`config.mk`:
```
export PLATFORM = sky130hd
export DESIGN_NAME = template_tag_splitter_top
export DESIGN_NICKNAME = d
export VERILOG_FILES = /design/src/hw/rtl/tts_pkg.sv /design/src/hw/rtl/tts_front.sv /design/src/hw/rtl/tts_queue.sv /design/src/hw/rtl/tts_back.sv /design/src/hw/rtl/template_tag_splitter_top.sv
export SDC_FILE = /design/constraint.sdc
export NUM_CORES = 1
export LEC_CHECK = 0
export ABC_CLOCK_PERIOD_IN_PS = 9500
export BUFFER_PORTS_ARGS = -buffer_cell sky130_fd_sc_hd__buf_2
export CAP_MARGIN = 20
export CORE_MARGIN = 2
export CORE_UTILIZATION = 63
export DETAILED_ROUTE_END_ITERATION = 8
export PLACE_DENSITY = 0.83
export SYNTH_ARGS = -nofsm -noshare
export SYNTH_HDL_FRONTEND = slang
export SYNTH_SLANG_ARGS = --single-unit
```
`constraint.sdc`:
```
create_clock -name clk_i -period 9.5 [get_ports clk_i]
set_clock_uncertainty 0.2 [all_clocks]
set_input_delay 1.9 -clock clk_i [delete_from_list [all_inputs] [get_ports clk_i]]
set_output_delay 1.9 -clock clk_i [all_outputs]
set_load 0.01 [all_outputs]
```
`src/hw/rtl/tts_pkg.sv`:
```
// ----------------------------------------------------------------------------
// Template tag splitter package
// Shared constants, result types and helpers for the splitter modules.
// ----------------------------------------------------------------------------
`default_nettype none

package tts_pkg;

  localparam int MAX_TAG_BYTES_DEF = 8;
  localparam int POSITION_BITS_DEF = 20;
  localparam int SEG_POS_BITS      = 20;
  localparam int CFG_DATA_BITS     = 64;
  localparam int CFG_INDEX_BITS    = 2;
  localparam int CFG_LEN_BITS      = 4;
  localparam int QUEUE_DEPTH       = 4;
  localparam int QUEUE_PTR_BITS    = $clog2(QUEUE_DEPTH);

  localparam logic KIND_DATA = 1'b0;
  localparam logic KIND_CODE = 1'b1;

  typedef enum logic [CFG_INDEX_BITS-1:0] {
    CFG_OPEN_TAG  = 2'd0,
    CFG_OPEN_LEN  = 2'd1,
    CFG_CLOSE_TAG = 2'd2,
    CFG_CLOSE_LEN = 2'd3
  } cfg_reg_e;

  typedef struct packed {
    logic                    final_segment;
    logic                    unclosed;
    logic [SEG_POS_BITS-1:0] seg_finish;
    logic [SEG_POS_BITS-1:0] seg_begin;
    logic                    segment_kind;
  } seg_res_t;

  typedef struct packed {
    logic     two;
    seg_res_t second;
    seg_res_t first;
  } seg_entry_t;

  function automatic logic [SEG_POS_BITS-1:0] out_pos(input logic [31:0] pos);
    return pos[SEG_POS_BITS-1:0];
  endfunction

endpackage

`default_nettype wire

```
`src/hw/rtl/tts_front.sv`:
```
// ----------------------------------------------------------------------------
// Template tag splitter front end
// Holds the configuration, matches tags over the byte window and builds the
// segment results caused by each accepted byte.
// ----------------------------------------------------------------------------
`default_nettype none

module tts_front #(
  parameter int MAX_TAG_BYTES = tts_pkg::MAX_TAG_BYTES_DEF,
  parameter int POSITION_BITS = tts_pkg::POSITION_BITS_DEF
) (
  input  wire logic                                clk_i,
  input  wire logic                                rst_ni,
  input  wire logic                                cfg_valid_i,
  input  wire logic [tts_pkg::CFG_INDEX_BITS-1:0]  cfg_index_i,
  input  wire logic [tts_pkg::CFG_DATA_BITS-1:0]   cfg_data_i,
  output logic                                     cfg_ready_o,
  input  wire logic                                byte_valid_i,
  input  wire logic [7:0]                          byte_value_i,
  input  wire logic                                last_byte_i,
  output logic                                     byte_ready_o,
  input  wire logic                                queue_full_i,
  output logic                                     push_o,
  output tts_pkg::seg_entry_t                      entry_o
);

  localparam int W  = 8 * MAX_TAG_BYTES;
  localparam int CW = $clog2(MAX_TAG_BYTES + 1);
  localparam int IW = (MAX_TAG_BYTES > 1) ? $clog2(MAX_TAG_BYTES) : 1;
  localparam int PW = POSITION_BITS;

  logic [tts_pkg::CFG_DATA_BITS-1:0] open_tag_q, close_tag_q;
  logic [tts_pkg::CFG_LEN_BITS-1:0]  open_len_q, close_len_q;

  logic [W-1:0]  win_q, win_d;
  logic          code_q, code_d;
  logic [PW-1:0] seg_q, seg_d;
  logic [PW-1:0] pos_q, pos_d;
  logic [CW-1:0] cnt_q, cnt_d;

  logic [W+7:0]                      win_wide;
  logic [W-1:0]                      win_sh;
  logic [CW-1:0]                     cnt_inc;
  logic [tts_pkg::CFG_LEN_BITS-1:0]  len_raw;
  logic [CW-1:0]                     len_eff;
  logic [tts_pkg::CFG_DATA_BITS-1:0] tag_sel;
  logic [IW-1:0]                     lane_idx;
  logic                              lanes_ok;
  logic                              match;
  logic [PW-1:0]                     pos_end;
  logic [PW:0]                       start_plus;
  logic [PW-1:0]                     tag_start;
  logic                              r0_valid;
  logic                              code_nx;
  logic [PW-1:0]                     seg_nx;
  logic                              accept;
  tts_pkg::seg_res_t                 res0, resf;

  assign cfg_ready_o  = 1'b1;
  assign byte_ready_o = !queue_full_i;
  assign accept       = byte_valid_i && byte_ready_o;

  always_ff @(posedge clk_i or negedge rst_ni) begin
    if (!rst_ni) begin
      open_tag_q  <= '0;
      close_tag_q <= '0;
      open_len_q  <= tts_pkg::CFG_LEN_BITS'(1);
      close_len_q <= tts_pkg::CFG_LEN_BITS'(1);
    end else if (cfg_valid_i) begin
      case (tts_pkg::cfg_reg_e'(cfg_index_i))
        tts_pkg::CFG_OPEN_TAG:  open_tag_q  <= cfg_data_i;
        tts_pkg::CFG_OPEN_LEN:  open_len_q  <= cfg_data_i[tts_pkg::CFG_LEN_BITS-1:0];
        tts_pkg::CFG_CLOSE_TAG: close_tag_q <= cfg_data_i;
        tts_pkg::CFG_CLOSE_LEN: close_len_q <= cfg_data_i[tts_pkg::CFG_LEN_BITS-1:0];
        default: ;
      endcase
    end
  end

  always_ff @(posedge clk_i or negedge rst_ni) begin
    if (!rst_ni) begin
      win_q  <= '0;
      code_q <= 1'b0;
      seg_q  <= '0;
      pos_q  <= '0;
      cnt_q  <= '0;
    end else begin
      win_q  <= win_d;
      code_q <= code_d;
      seg_q  <= seg_d;
      pos_q  <= pos_d;
      cnt_q  <= cnt_d;
    end
  end

  always_comb begin
    win_wide = {byte_value_i, win_q};
    win_sh   = win_wide[W+7:8];
    cnt_inc  = (cnt_q < CW'(MAX_TAG_BYTES)) ? cnt_q + CW'(1) : cnt_q;
    len_raw  = code_q ? close_len_q : open_len_q;
    tag_sel  = code_q ? close_tag_q : open_tag_q;
    if (len_raw == '0) begin
      len_eff = CW'(1);
    end else if (len_raw > tts_pkg::CFG_LEN_BITS'(MAX_TAG_BYTES)) begin
      len_eff = CW'(MAX_TAG_BYTES);
    end else begin
      len_eff = CW'(len_raw);
    end

    lanes_ok = 1'b1;
    lane_idx = '0;
    for (int k = 0; k < MAX_TAG_BYTES; k++) begin
      if (k < int'(len_eff)) begin
        lane_idx = IW'(MAX_TAG_BYTES + k - int'(len_eff));
        if (win_sh[8*lane_idx +: 8] != tag_sel[8*k +: 8]) begin
          lanes_ok = 1'b0;
        end
      end
    end
    match = (cnt_inc >= len_eff) && lanes_ok;

    pos_end    = (pos_q != '1) ? pos_q + PW'(1) : pos_q;
    start_plus = {1'b0, seg_q} + (PW+1)'(len_eff);
    tag_start  = ({1'b0, pos_end} >= start_plus) ? pos_end - PW'(len_eff) : seg_q;

    r0_valid = match && (code_q || (tag_start != seg_q));
    code_nx  = match ? !code_q : code_q;
    seg_nx   = match ? pos_end : seg_q;

    res0.segment_kind  = code_q;
    res0.seg_begin     = tts_pkg::out_pos(32'(seg_q));
    res0.seg_finish    = tts_pkg::out_pos(32'(tag_start));
    res0.unclosed      = 1'b0;
    res0.final_segment = 1'b0;

    resf.segment_kind  = code_nx;
    resf.seg_begin     = tts_pkg::out_pos(32'(seg_nx));
    resf.seg_finish    = tts_pkg::out_pos(32'(pos_end));
    resf.unclosed      = code_nx;
    resf.final_segment = 1'b1;

    if (r0_valid) begin
      entry_o.first  = res0;
      entry_o.second = resf;
      entry_o.two    = last_byte_i;
    end else begin
      entry_o.first  = resf;
      entry_o.second = resf;
      entry_o.two    = 1'b0;
    end
    push_o = accept && (r0_valid || last_byte_i);

    win_d  = win_q;
    code_d = code_q;
    seg_d  = seg_q;
    pos_d  = pos_q;
    cnt_d  = cnt_q;
    if (accept) begin
      if (last_byte_i) begin
        win_d  = '0;
        code_d = 1'b0;
        seg_d  = '0;
        pos_d  = '0;
        cnt_d  = '0;
      end else begin
        win_d  = win_sh;
        code_d = code_nx;
        seg_d  = seg_nx;
        pos_d  = pos_end;
        cnt_d  = match ? '0 : cnt_inc;
      end
    end
  end

endmodule

`default_nettype wire

```
`src/hw/rtl/tts_queue.sv`:
```
// ----------------------------------------------------------------------------
// Template tag splitter result queue
// Small first-in first-out buffer of result entries between front and back.
// ----------------------------------------------------------------------------
`default_nettype none

module tts_queue (
  input  wire logic                 clk_i,
  input  wire logic                 rst_ni,
  input  wire logic                 push_i,
  input  wire tts_pkg::seg_entry_t  wdata_i,
  input  wire logic                 pop_i,
  output tts_pkg::seg_entry_t       rdata_o,
  output logic                      full_o,
  output logic                      empty_o
);

  localparam int PB = tts_pkg::QUEUE_PTR_BITS;

  tts_pkg::seg_entry_t mem_q [tts_pkg::QUEUE_DEPTH];
  logic [PB-1:0]       wr_q, wr_d, rd_q, rd_d;
  logic [PB:0]         cnt_q, cnt_d;
  logic                do_push, do_pop;

  assign full_o  = (cnt_q == (PB+1)'(tts_pkg::QUEUE_DEPTH));
  assign empty_o = (cnt_q == '0);
  assign rdata_o = mem_q[rd_q];
  assign do_push = push_i && !full_o;
  assign do_pop  = pop_i && !empty_o;

  always_comb begin
    wr_d  = do_push ? wr_q + PB'(1) : wr_q;
    rd_d  = do_pop ? rd_q + PB'(1) : rd_q;
    cnt_d = cnt_q;
    if (do_push && !do_pop) begin
      cnt_d = cnt_q + (PB+1)'(1);
    end else if (do_pop && !do_push) begin
      cnt_d = cnt_q - (PB+1)'(1);
    end
  end

  always_ff @(posedge clk_i or negedge rst_ni) begin
    if (!rst_ni) begin
      wr_q  <= '0;
      rd_q  <= '0;
      cnt_q <= '0;
    end else begin
      wr_q  <= wr_d;
      rd_q  <= rd_d;
      cnt_q <= cnt_d;
    end
  end

  always_ff @(posedge clk_i) begin
    if (do_push) begin
      mem_q[wr_q] <= wdata_i;
    end
  end

endmodule

`default_nettype wire

```
`src/hw/rtl/tts_back.sv`:
```
// ----------------------------------------------------------------------------
// Template tag splitter back end
// Unpacks queued entries into single result words on a registered output.
// ----------------------------------------------------------------------------
`default_nettype none

module tts_back (
  input  wire logic                 clk_i,
  input  wire logic                 rst_ni,
  input  wire tts_pkg::seg_entry_t  entry_i,
  input  wire logic                 empty_i,
  output logic                      pop_o,
  output logic                      res_valid_o,
  output tts_pkg::seg_res_t         res_o,
  input  wire logic                 res_ready_i
);

  logic              out_valid_q, out_valid_d;
  logic              pend_valid_q, pend_valid_d;
  tts_pkg::seg_res_t out_q, out_d;
  tts_pkg::seg_res_t pend_q, pend_d;
  logic              load;

  assign res_valid_o = out_valid_q;
  assign res_o       = out_q;
  assign load        = !out_valid_q || res_ready_i;
  assign pop_o       = load && !pend_valid_q && !empty_i;

  always_comb begin
    out_valid_d  = out_valid_q;
    out_d        = out_q;
    pend_valid_d = pend_valid_q;
    pend_d       = pend_q;
    if (load) begin
      if (pend_valid_q) begin
        out_d        = pend_q;
        out_valid_d  = 1'b1;
        pend_valid_d = 1'b0;
      end else if (!empty_i) begin
        out_d        = entry_i.first;
        out_valid_d  = 1'b1;
        pend_d       = entry_i.second;
        pend_valid_d = entry_i.two;
      end else begin
        out_valid_d = 1'b0;
      end
    end
  end

  always_ff @(posedge clk_i or negedge rst_ni) begin
    if (!rst_ni) begin
      out_valid_q  <= 1'b0;
      pend_valid_q <= 1'b0;
    end else begin
      out_valid_q  <= out_valid_d;
      pend_valid_q <= pend_valid_d;
    end
  end

  always_ff @(posedge clk_i) begin
    out_q  <= out_d;
    pend_q <= pend_d;
  end

endmodule

`default_nettype wire

```
`src/hw/rtl/template_tag_splitter_top.sv`:
```
// ----------------------------------------------------------------------------
// Template tag splitter top level
// Splits a byte stream into plain data and code segments at open and close
// tags, reporting each segment as one result word.
//
//   Channel   Dir  Payload
//   s_axis    in   tdata[7:0] byte_value, tlast last_byte
//   m_axis    out  tdata[19:0] seg_begin, tdata[39:20] seg_finish,
//                  tuser[0] segment_kind, tuser[1] unclosed, tlast final_segment
//   cfg       in   cfg_index_i register index, cfg_data_i write data
//
// One byte is accepted per cycle unless the result queue is full; the tag
// compare over the byte window is done in the same cycle as the accept.
// A result passes the result queue and then the output register to m_axis.
// A byte that causes two results occupies the output register for two words.
// s_axis stalls only when the four-entry result queue is full.
// Reset is asynchronous; no clearing pass is needed.
// ----------------------------------------------------------------------------
`default_nettype none

module template_tag_splitter_top #(
  parameter int MAX_TAG_BYTES = tts_pkg::MAX_TAG_BYTES_DEF,
  parameter int POSITION_BITS = tts_pkg::POSITION_BITS_DEF
) (
  input  wire logic                               clk_i,
  input  wire logic                               rst_ni,
  input  wire logic                               cfg_valid_i,
  output logic                                    cfg_ready_o,
  input  wire logic [tts_pkg::CFG_INDEX_BITS-1:0] cfg_index_i,
  input  wire logic [tts_pkg::CFG_DATA_BITS-1:0]  cfg_data_i,
  input  wire logic                               s_axis_tvalid,
  output logic                                    s_axis_tready,
  input  wire logic [7:0]                         s_axis_tdata,  // byte_value
  input  wire logic                               s_axis_tlast,
  output logic                                    m_axis_tvalid,
  input  wire logic                               m_axis_tready,
  output logic [39:0]                             m_axis_tdata,  // seg_begin, seg_finish
  output logic [1:0]                              m_axis_tuser,  // segment_kind, unclosed
  output logic                                    m_axis_tlast
);

  tts_pkg::seg_entry_t push_entry, head_entry;
  tts_pkg::seg_res_t   res;
  logic                push, pop, q_full, q_empty;

  tts_front #(
    .MAX_TAG_BYTES(MAX_TAG_BYTES),
    .POSITION_BITS(POSITION_BITS)
  ) u_front (
    .clk_i       (clk_i),
    .rst_ni      (rst_ni),
    .cfg_valid_i (cfg_valid_i),
    .cfg_index_i (cfg_index_i),
    .cfg_data_i  (cfg_data_i),
    .cfg_ready_o (cfg_ready_o),
    .byte_valid_i(s_axis_tvalid),
    .byte_value_i(s_axis_tdata),
    .last_byte_i (s_axis_tlast),
    .byte_ready_o(s_axis_tready),
    .queue_full_i(q_full),
    .push_o      (push),
    .entry_o     (push_entry)
  );

  tts_queue u_queue (
    .clk_i  (clk_i),
    .rst_ni (rst_ni),
    .push_i (push),
    .wdata_i(push_entry),
    .pop_i  (pop),
    .rdata_o(head_entry),
    .full_o (q_full),
    .empty_o(q_empty)
  );

  tts_back u_back (
    .clk_i      (clk_i),
    .rst_ni     (rst_ni),
    .entry_i    (head_entry),
    .empty_i    (q_empty),
    .pop_o      (pop),
    .res_valid_o(m_axis_tvalid),
    .res_o      (res),
    .res_ready_i(m_axis_tready)
  );

  assign m_axis_tdata = {res.seg_finish, res.seg_begin};
  assign m_axis_tuser = {res.unclosed, res.segment_kind};
  assign m_axis_tlast = res.final_segment;

endmodule

`default_nettype wire

```
# Word-level counts from Yosys, hierarchy flattened
# Memory sizes are Yosys's and may differ from the RTL's.
# Index checks and enable logic that the tools add are counted.
dict set report op_classes {
  addsub 16
  n_lt_le_gt_ge 12
  n_eq_ne 15
  shifts 8
  muxes 42
  bitwise 2
  reduce_logical 30
}
# op n
set ops {}
lappend ops {{variable part select 64 x 7 -> 8 bit} 8}
lappend ops {{2-to-1 mux 64 bit} 2}
lappend ops {{2-to-1 mux 20 bit} 5}
lappend ops {{2-to-1 mux 87 bit} 1}
lappend ops {{2-to-1 mux 43 bit} 2}
lappend ops {{!= test 8 bit} 8}
lappend ops {{2-to-1 mux 1 bit} 24}
lappend ops {{2-to-1 mux 4 bit} 6}
lappend ops {{adder 20 x 4 -> 21 bit} 1}
lappend ops {{greater-or-equal comparator 20 x 21 -> 1 bit} 1}
lappend ops {{adder 20 x 1 -> 20 bit, second input constant} 1}
lappend ops {{!= test 20 bit} 1}
lappend ops {{!= test 20 bit, second input constant} 1}
lappend ops {{subtractor 20 x 4 -> 20 bit} 1}
lappend ops {{less-than comparator 3 x 4 -> 1 bit, first input constant} 4}
lappend ops {{subtractor 3 bit, first input constant} 4}
lappend ops {{logical AND 1 bit} 10}
lappend ops {{AND reduction 2 bit} 5}
lappend ops {{less-than comparator 1 x 4 -> 1 bit, first input constant} 2}
lappend ops {{less-than comparator 2 x 4 -> 1 bit, first input constant} 2}
lappend ops {{logical NOT 1 bit} 7}
lappend ops {{2-to-1 mux 3 bit} 2}
lappend ops {{subtractor 1 x 3 -> 3 bit, first input constant} 2}
lappend ops {{subtractor 2 x 3 -> 3 bit, first input constant} 2}
lappend ops {{other kinds (18)} 23}
dict set report word_totals {
  ff_bits 340
  ramBits 348
  input_bits 80
  out_inout_bits 46
  word_cells 150
  mem_count 1
}
# name depth width rd rd_ports_with_merged_regs write_ports line_no
set mem_list {}
lappend mem_list {u_queue.mem_q 4 87 1 0 1 tts_queue.sv:20} ;# tts_pkg::seg_entry_t mem_q [tts_pkg::QUEUE_DEPTH];

# Depth between registers and ports, before layout
dict set report logic_depth {
  ltp_word 32
  ltp_mapped 36
  mapped_depth_nobuf 31
}

# Cells and area by module
# Synthesis repeated with hierarchy kept, for this count alone.
dict set report hier_totals {
  cells_unflattened 2754
  hier_area_um2 34814.6
}
# mod n_inst cells_per_inst area_per_inst_um2 seq_area_each_um2
set modules_own_cells {}
lappend modules_own_cells {tts_front 1 2117 18634.1 5933.2}
lappend modules_own_cells {tts_queue 1 491 12962.4 10625.2}
lappend modules_own_cells {tts_back 1 146 3218.1 2632.5}

# Worst setup path before layout
# Ideal clock, no wire load.
dict set report synth_path {
  kind {register to register}
  start {register u_front.code_q}
  end {memory u_queue.mem_q[0][0] (netlist bit) (enable)}
  setup_ps 453
  arrival_ps 7215
  required_time_ps 8847
  slack_ps 1632
  stages_incl_launch_ff 31
  path_buffers 6
  period_less_slack_ps 7868
  path_cell_list {dfrtp_1 -> buf_2 -> mux2i_4 -> inv_1 -> buf_2 -> nor2_1 -> clkbuf_1 -> clkbuf_1 -> buf_1 -> maj3_1 -> nand2_1 -> a21oi_1 -> inv_1 -> nor2_1 -> nand2_1 -> xnor2_1 -> ha_1 -> nand4_1 -> nor4_1 -> a211oi_1 -> o221ai_1 -> a21o_1 -> o22ai_1 -> a31oi_1 -> nand3_1 -> o21ai_0 -> a2111o_1 -> o2111a_1 -> buf_6 -> o21a_4 -> and2_1}
}
dict set report synth_via {
  elab_chain_cells 30
  word_cells_on_any_way 68
  cone_classes {10 x add/sub; 11 x order compare; 9 x eq/ne; 8 x shift; 23 x mux; 7 x reduce/logical}
}
# item line_no
set synth_lines {}
lappend synth_lines {{start, declared} tts_front.sv:36} ;# logic code_q, code_d;
lappend synth_lines {{start signal, assigned} tts_front.sv:89} ;# code_q <= code_d;
lappend synth_lines {{2-to-1 mux 4 bit} tts_front.sv:100} ;# len_raw = code_q ? close_len_q : open_len_q;
lappend synth_lines {{greater-than comparator 4 bit} tts_front.sv:104} ;# end else if (len_raw > tts_pkg::CFG_LEN_BITS'(MAX_TAG_BYTES)) begin
lappend synth_lines {{2-to-1 mux 4 bit} tts_front.sv:104}
lappend synth_lines {{2-to-1 mux 4 bit} tts_front.sv:102} ;# if (len_raw == '0) begin
lappend synth_lines {{subtractor 1 x 3 -> 3 bit} tts_front.sv:114} ;# lane_idx = IW'(MAX_TAG_BYTES + k - int'(len_eff));
lappend synth_lines {{variable part select 64 x 7 -> 8 bit} tts_front.sv:115} ;# if (win_sh[8*lane_idx +: 8] != tag_sel[8*k +: 8]) begin
lappend synth_lines {{!= test 8 bit} tts_front.sv:115}
lappend synth_lines {{2-to-1 mux 1 bit} tts_front.sv:115}
lappend synth_lines {{[15 not listed]} n/a}
lappend synth_lines {{logical AND 1 bit} tts_front.sv:120} ;# match = (cnt_inc >= len_eff) && lanes_ok;
lappend synth_lines {{logical AND 1 bit *} tts_front.sv:126} ;# r0_valid = match && (code_q || (tag_start != seg_q));
lappend synth_lines {{logical OR 1 bit *} tts_front.sv:151} ;# push_o = accept && (r0_valid || last_byte_i);
lappend synth_lines {{logical AND 1 bit *} tts_front.sv:151}
lappend synth_lines {{logical AND 1 bit *} tts_queue.sv:28} ;# assign do_push = push_i && !full_o;
lappend synth_lines {{named net u_queue.do_push} tts_queue.sv:23} ;# logic do_push, do_pop;
lappend synth_lines {{2-to-1 mux 1 bit *} tts_queue.sv:55} ;# if (do_push) begin
lappend synth_lines {{2-to-1 mux 1 bit (not written as such) *} tts_queue.sv:56} ;# mem_q[wr_q] <= wdata_i;
lappend synth_lines {{end, declared} tts_queue.sv:20}
# Mark *: on every way through the listed nets, which the timed path passes. The rest lies on a longest branch.

# Worst setup path after layout
dict set report layout_path {
  start {register u_front.code_q}
  end {register u_queue.cnt_q[1]}
}
dict set report layout_via {
  word_cells_on_any_way 71
  cone_classes {10 x add/sub; 11 x order compare; 9 x eq/ne; 8 x shift; 22 x mux; 11 x reduce/logical}
}
# item line_no
set layout_rtl {}
lappend layout_rtl {{2-to-1 mux 4 bit} tts_front.sv:100}
lappend layout_rtl {{greater-than comparator 4 bit} tts_front.sv:104}
lappend layout_rtl {{2-to-1 mux 4 bit} tts_front.sv:104}
lappend layout_rtl {{2-to-1 mux 4 bit} tts_front.sv:102}
lappend layout_rtl {{subtractor 1 x 3 -> 3 bit} tts_front.sv:114}
lappend layout_rtl {{variable part select 64 x 7 -> 8 bit} tts_front.sv:115}
lappend layout_rtl {{!= test 8 bit} tts_front.sv:115}
lappend layout_rtl {{2-to-1 mux 1 bit} tts_front.sv:115}
lappend layout_rtl {{[16 not listed]} n/a}
lappend layout_rtl {{logical AND 1 bit *} tts_front.sv:126}
lappend layout_rtl {{logical OR 1 bit *} tts_front.sv:151}
lappend layout_rtl {{logical AND 1 bit *} tts_front.sv:151}
lappend layout_rtl {{logical AND 1 bit *} tts_queue.sv:28}
lappend layout_rtl {{named net u_queue.do_push} tts_queue.sv:23}
lappend layout_rtl {{logical AND 1 bit *} tts_queue.sv:35} ;# if (do_push && !do_pop) begin
lappend layout_rtl {{2-to-1 mux 3 bit *} tts_queue.sv:35}
lappend layout_rtl {{named net u_queue.cnt_d[1]} tts_queue.sv:22} ;# logic [PB:0] cnt_q, cnt_d;
lappend layout_rtl {{end signal, assigned} tts_queue.sv:50} ;# cnt_q <= cnt_d;
lappend layout_rtl {{end, declared} tts_queue.sv:22}
# Marks and branches as above.
# A chain may end at the register's enable or synchronous reset.

==> key figures <==
STA
  – Fmax: 124.6 MHz
  – Worst slew margin: 28.58%
  – Setup_tns: 0 ns
  – Tmin final: 8.029 ns
  – Setup Viol. Count Final: 0
  – Final worst-path cycle share: 84.51%
  – Worst Tran Pin Value: 1.071 ns
  – RSZ-0062 raised after global routing: false
  – Final hold viol count: 0
  – Final Max Slew Viols: 0

Synthesis
  – Post-Syn Instances: 2665
  – Top post-synthesis cells by area: edfxtp_1, dfrtp_1, mux2_2, mux4_2, mux2i_1
  – Synth Register Bits: 670
  – Synth warnings: 0
  – Nets in the synthesized netlist: 2783
  – Primary FF master, synth: edfxtp_1
  – Count of cell types in the netlist: 97
  – Post-synth EDFFs: 424
  – Synth top area share: 37.23%
  – Avg Inst Size Synth: 12.83 um2
  – Seq/Total Area, Yosys: 55.24%
  – Post-synth ARST share: 36.72%
  – Synthesized cell area: 34200 um2
  – Area leader, netlist: edfxtp_1

Floorplanning
  – Die Area: 56160 um2
  – Row cnt: 85
  – Die Span Y: 237.0 um
  – Core area: 53710 um2
  – Starting density of the core: 63.67%
  – Die width: 237.0 um
  – # IOs: 126

Final layout
  – Nets: 2816
  – Most common library cell in the layout ignoring fill and taps: edfxtp_1
  – # fillers: 3489
  – Core Util, Final: 70.19%
  – Multi-input combinational cell area: 14350 um2
  – Sequential standard cell area: 18900 um2
  – Synthesis-to-layout area growth: 10.23%
  – Fin cells: 3451
  – Share of layout cells above drive strength 1: 22.40%
  – Leading cell types in the layout, fill and taps excluded: edfxtp_1, dfrtp_1, nand2_1

Critical path
  – CP arrival: 8.33 ns
  – Crit end category: flop
  – Req. time, crit path: 9.80 ns
  – WP buf/inv: 5
  – Startpoint Class: flop
  – CP peak stage delay: 0.78 ns
  – Critical path's slowest cell: dfrtp_4
  – Worst path top cell family by delay: compound AO/OA/AOI/OAI gates
  – Crit Path Max Fanout: 36
  – Most common cell on crit path: ha_1
  – Setup CP Type: flop to flop

Clock network
  – CTS tree: yes
  – Clk_lat worst skew: 0.63 ns
  – Post_cts resized: 0
  – Clk slew on worst S/H paths: 0.06 ns
  – Clk root buf: clkbuf_16
  – Post-CTS setup buffers: 0
  – CTS Buf Count: 70
  – Post-CTS Hold Buffers: 0
  – Sink Count: 670
  – H-tree depth: 3
  – Clk buf depth: 3

Worst hold path
  – Hold Crit Class: flop to flop

Placement
  – Port bufs: 124
  – Post-DP HPWL: 62370 um
  – Cells after DPL: 3319
  – Gpl congestion: 0.9903

Global routing
  – Total grt overflow: 0
  – First-pass GRT wire length: 145000 um
  – Largest net degree at the start of global routing: 126
  – Gr usage total: 34.39%
  – Vias in the first global route: 23600
  – Initial antenna violation count: 2

Route
  – Via count: 23320
  – DRT Pass-1 Iters: 6
  – Post-route DRC: 0
  – Avg WL per Cell: 27.63 um
  – Antenna viol nets, final: 0
  – DR iter-0 viols: 2024
  – Vias per cell: 6.756
  – Wirelength, routed: 95360 um

Outcome
  – Status: finished clean

Power and ir drop
  – PwrDens: 312.7 nW/um2
  – Static Leak: 14.17 nW
  – Peak VDD IR: 0.2338 mV

Flow run
  – Max Cap Viol: 0
## power by group
group	switching (mW)	total, mW	internal (mW)
sequential	0.401	4.17	3.77
clock	1.17	2.74	1.57
combinational	2.86	4.88	2.02
total	4.43	11.8	7.36
## state kept, by name, indices dropped and copies added (netlist names)
register and cells:
u_back.pend_q 41, u_back.pend_valid_q 1, u_back.res_o 43, u_back.res_valid_o 1, u_front.close_len_q 4, u_front.close_tag_q 64, u_front.cnt_q 4, u_front.code_q 1
u_front.open_len_q 4, u_front.open_tag_q 64, u_front.pos_q 20, u_front.seg_q 20, u_front.win_q 56, u_queue.cnt_q 3, u_queue.mem_q 340, u_queue.rd_q 2
u_queue.wr_q 2
## logic make-up (layout without fill, tap and decap cells)
kind of cell / after synthesis / count (layout) / share of synthesized area [%]
simple gates: 608 / 608 / 8.763
mux: 495 / 495 / 18.60
flops: 670 / 670 / 55.24
buf+inv: 258 / 347 / 3.106
xor+xnor: 118 / 118 / 3.062
fa+ha+maj: 43 / 43 / 1.559
compound gates: 472 / 472 / 9.656
other cells: 1 / 2 / 0.01097
## worst register-to-register path, delay by kind of cell, from the launching register on
family / cells / cell delay [ns]
AO/OA/AOI/OAI: 13 / 2.93
adder cells (fa/ha/maj): 5 / 1.28
buffers and inverters: 5 / 1.14
AND/OR/NAND/NOR: 2 / 0.81
flip-flops: 1 / 0.78
multiplexers: 2 / 0.59
XOR/XNOR: 1 / 0.16
## per-stage QoR
stage | instance area [um2] | hold WS [ns] | power, mW | setup WS, ns
after floorplan | 34200 | 0.2792 | 7.625 | 1.632
after global placement | 35340 | 0.2882 | 8.834 | 1.723
after detailed placement | 35340 | 0.2930 | 8.964 | 1.571
after CTS | 37660 | 0.3057 | 11.76 | 1.549
after global routing | 37690 | 0.3163 | 12.32 | 1.038
final | 37690 | 0.3056 | 11.79 | 1.471
## layer usage
metal	GRT usage (%)	vias to the layer above	share of wire [%]
li1	-	10230	-
met1	42.25	11660	37
met3	5.234	295	6.4
met2	59.01	1137	51
met4	18.37	2	5.7
met5	0	-	0.019
## Yosys cell counts, types with 10 or more instances
cell and instances:
mux2i_1 197, nand2_1 240, a22oi_1 20, o221ai_1 28, nor4_1 14, inv_1 38, a31oi_1 13, nand4_1 28
edfxtp_1 424, mux4_2 90, nand2b_1 10, nor2_1 101, xor2_1 40, a21oi_1 58, buf_1 31, o22a_1 24
mux2_1 17, buf_2 26, and3_1 37, xnor2_1 77, ha_1 37, dfrtp_1 244, o211ai_1 10, and2_1 17
nor3_1 57, a221oi_1 26, mux2_2 187, a211oi_1 21, clkbuf_1 145, o21ai_0 128, nand3_1 48, o311ai_0 10
a22o_1 39
## final cells by class
cell class                 instances  share of cell area [%]
sequential                       670                   50.15
multi-input combinational       1737                   38.07
clock buffer                      95                   5.055
timing repair buffer             175                   2.875
tap                              696                   2.310
clock inverter                    33                   1.095
inverter                          44                  0.4415
antenna                            1                0.006639
## final timing paths
check	slack, ns	end	depth (start not counted)	startpoint
max in group asynchronous	6.70	u_front.pos_q[0]$_DFFE_PN0P_	2	rst_ni
setup / recovery	1.47	u_queue.cnt_q[1]$_DFFE_PN0P_	28	u_front.code_q$_DFFE_PN0P_
hold / removal	0.31	u_front.close_tag_q[6]$_DFFE_PN0P_	1	u_front.close_tag_q[6]$_DFFE_PN0P_
hold reg to reg	0.31	u_front.close_tag_q[6]$_DFFE_PN0P_	1	u_front.close_tag_q[6]$_DFFE_PN0P_
setup reg to reg	1.47	u_queue.cnt_q[1]$_DFFE_PN0P_	28	u_front.code_q$_DFFE_PN0P_
min in group asynchronous	1.14	u_front.open_tag_q[58]$_DFFE_PN0P_	1	rst_ni
Power figures use the tool's default switching activity.
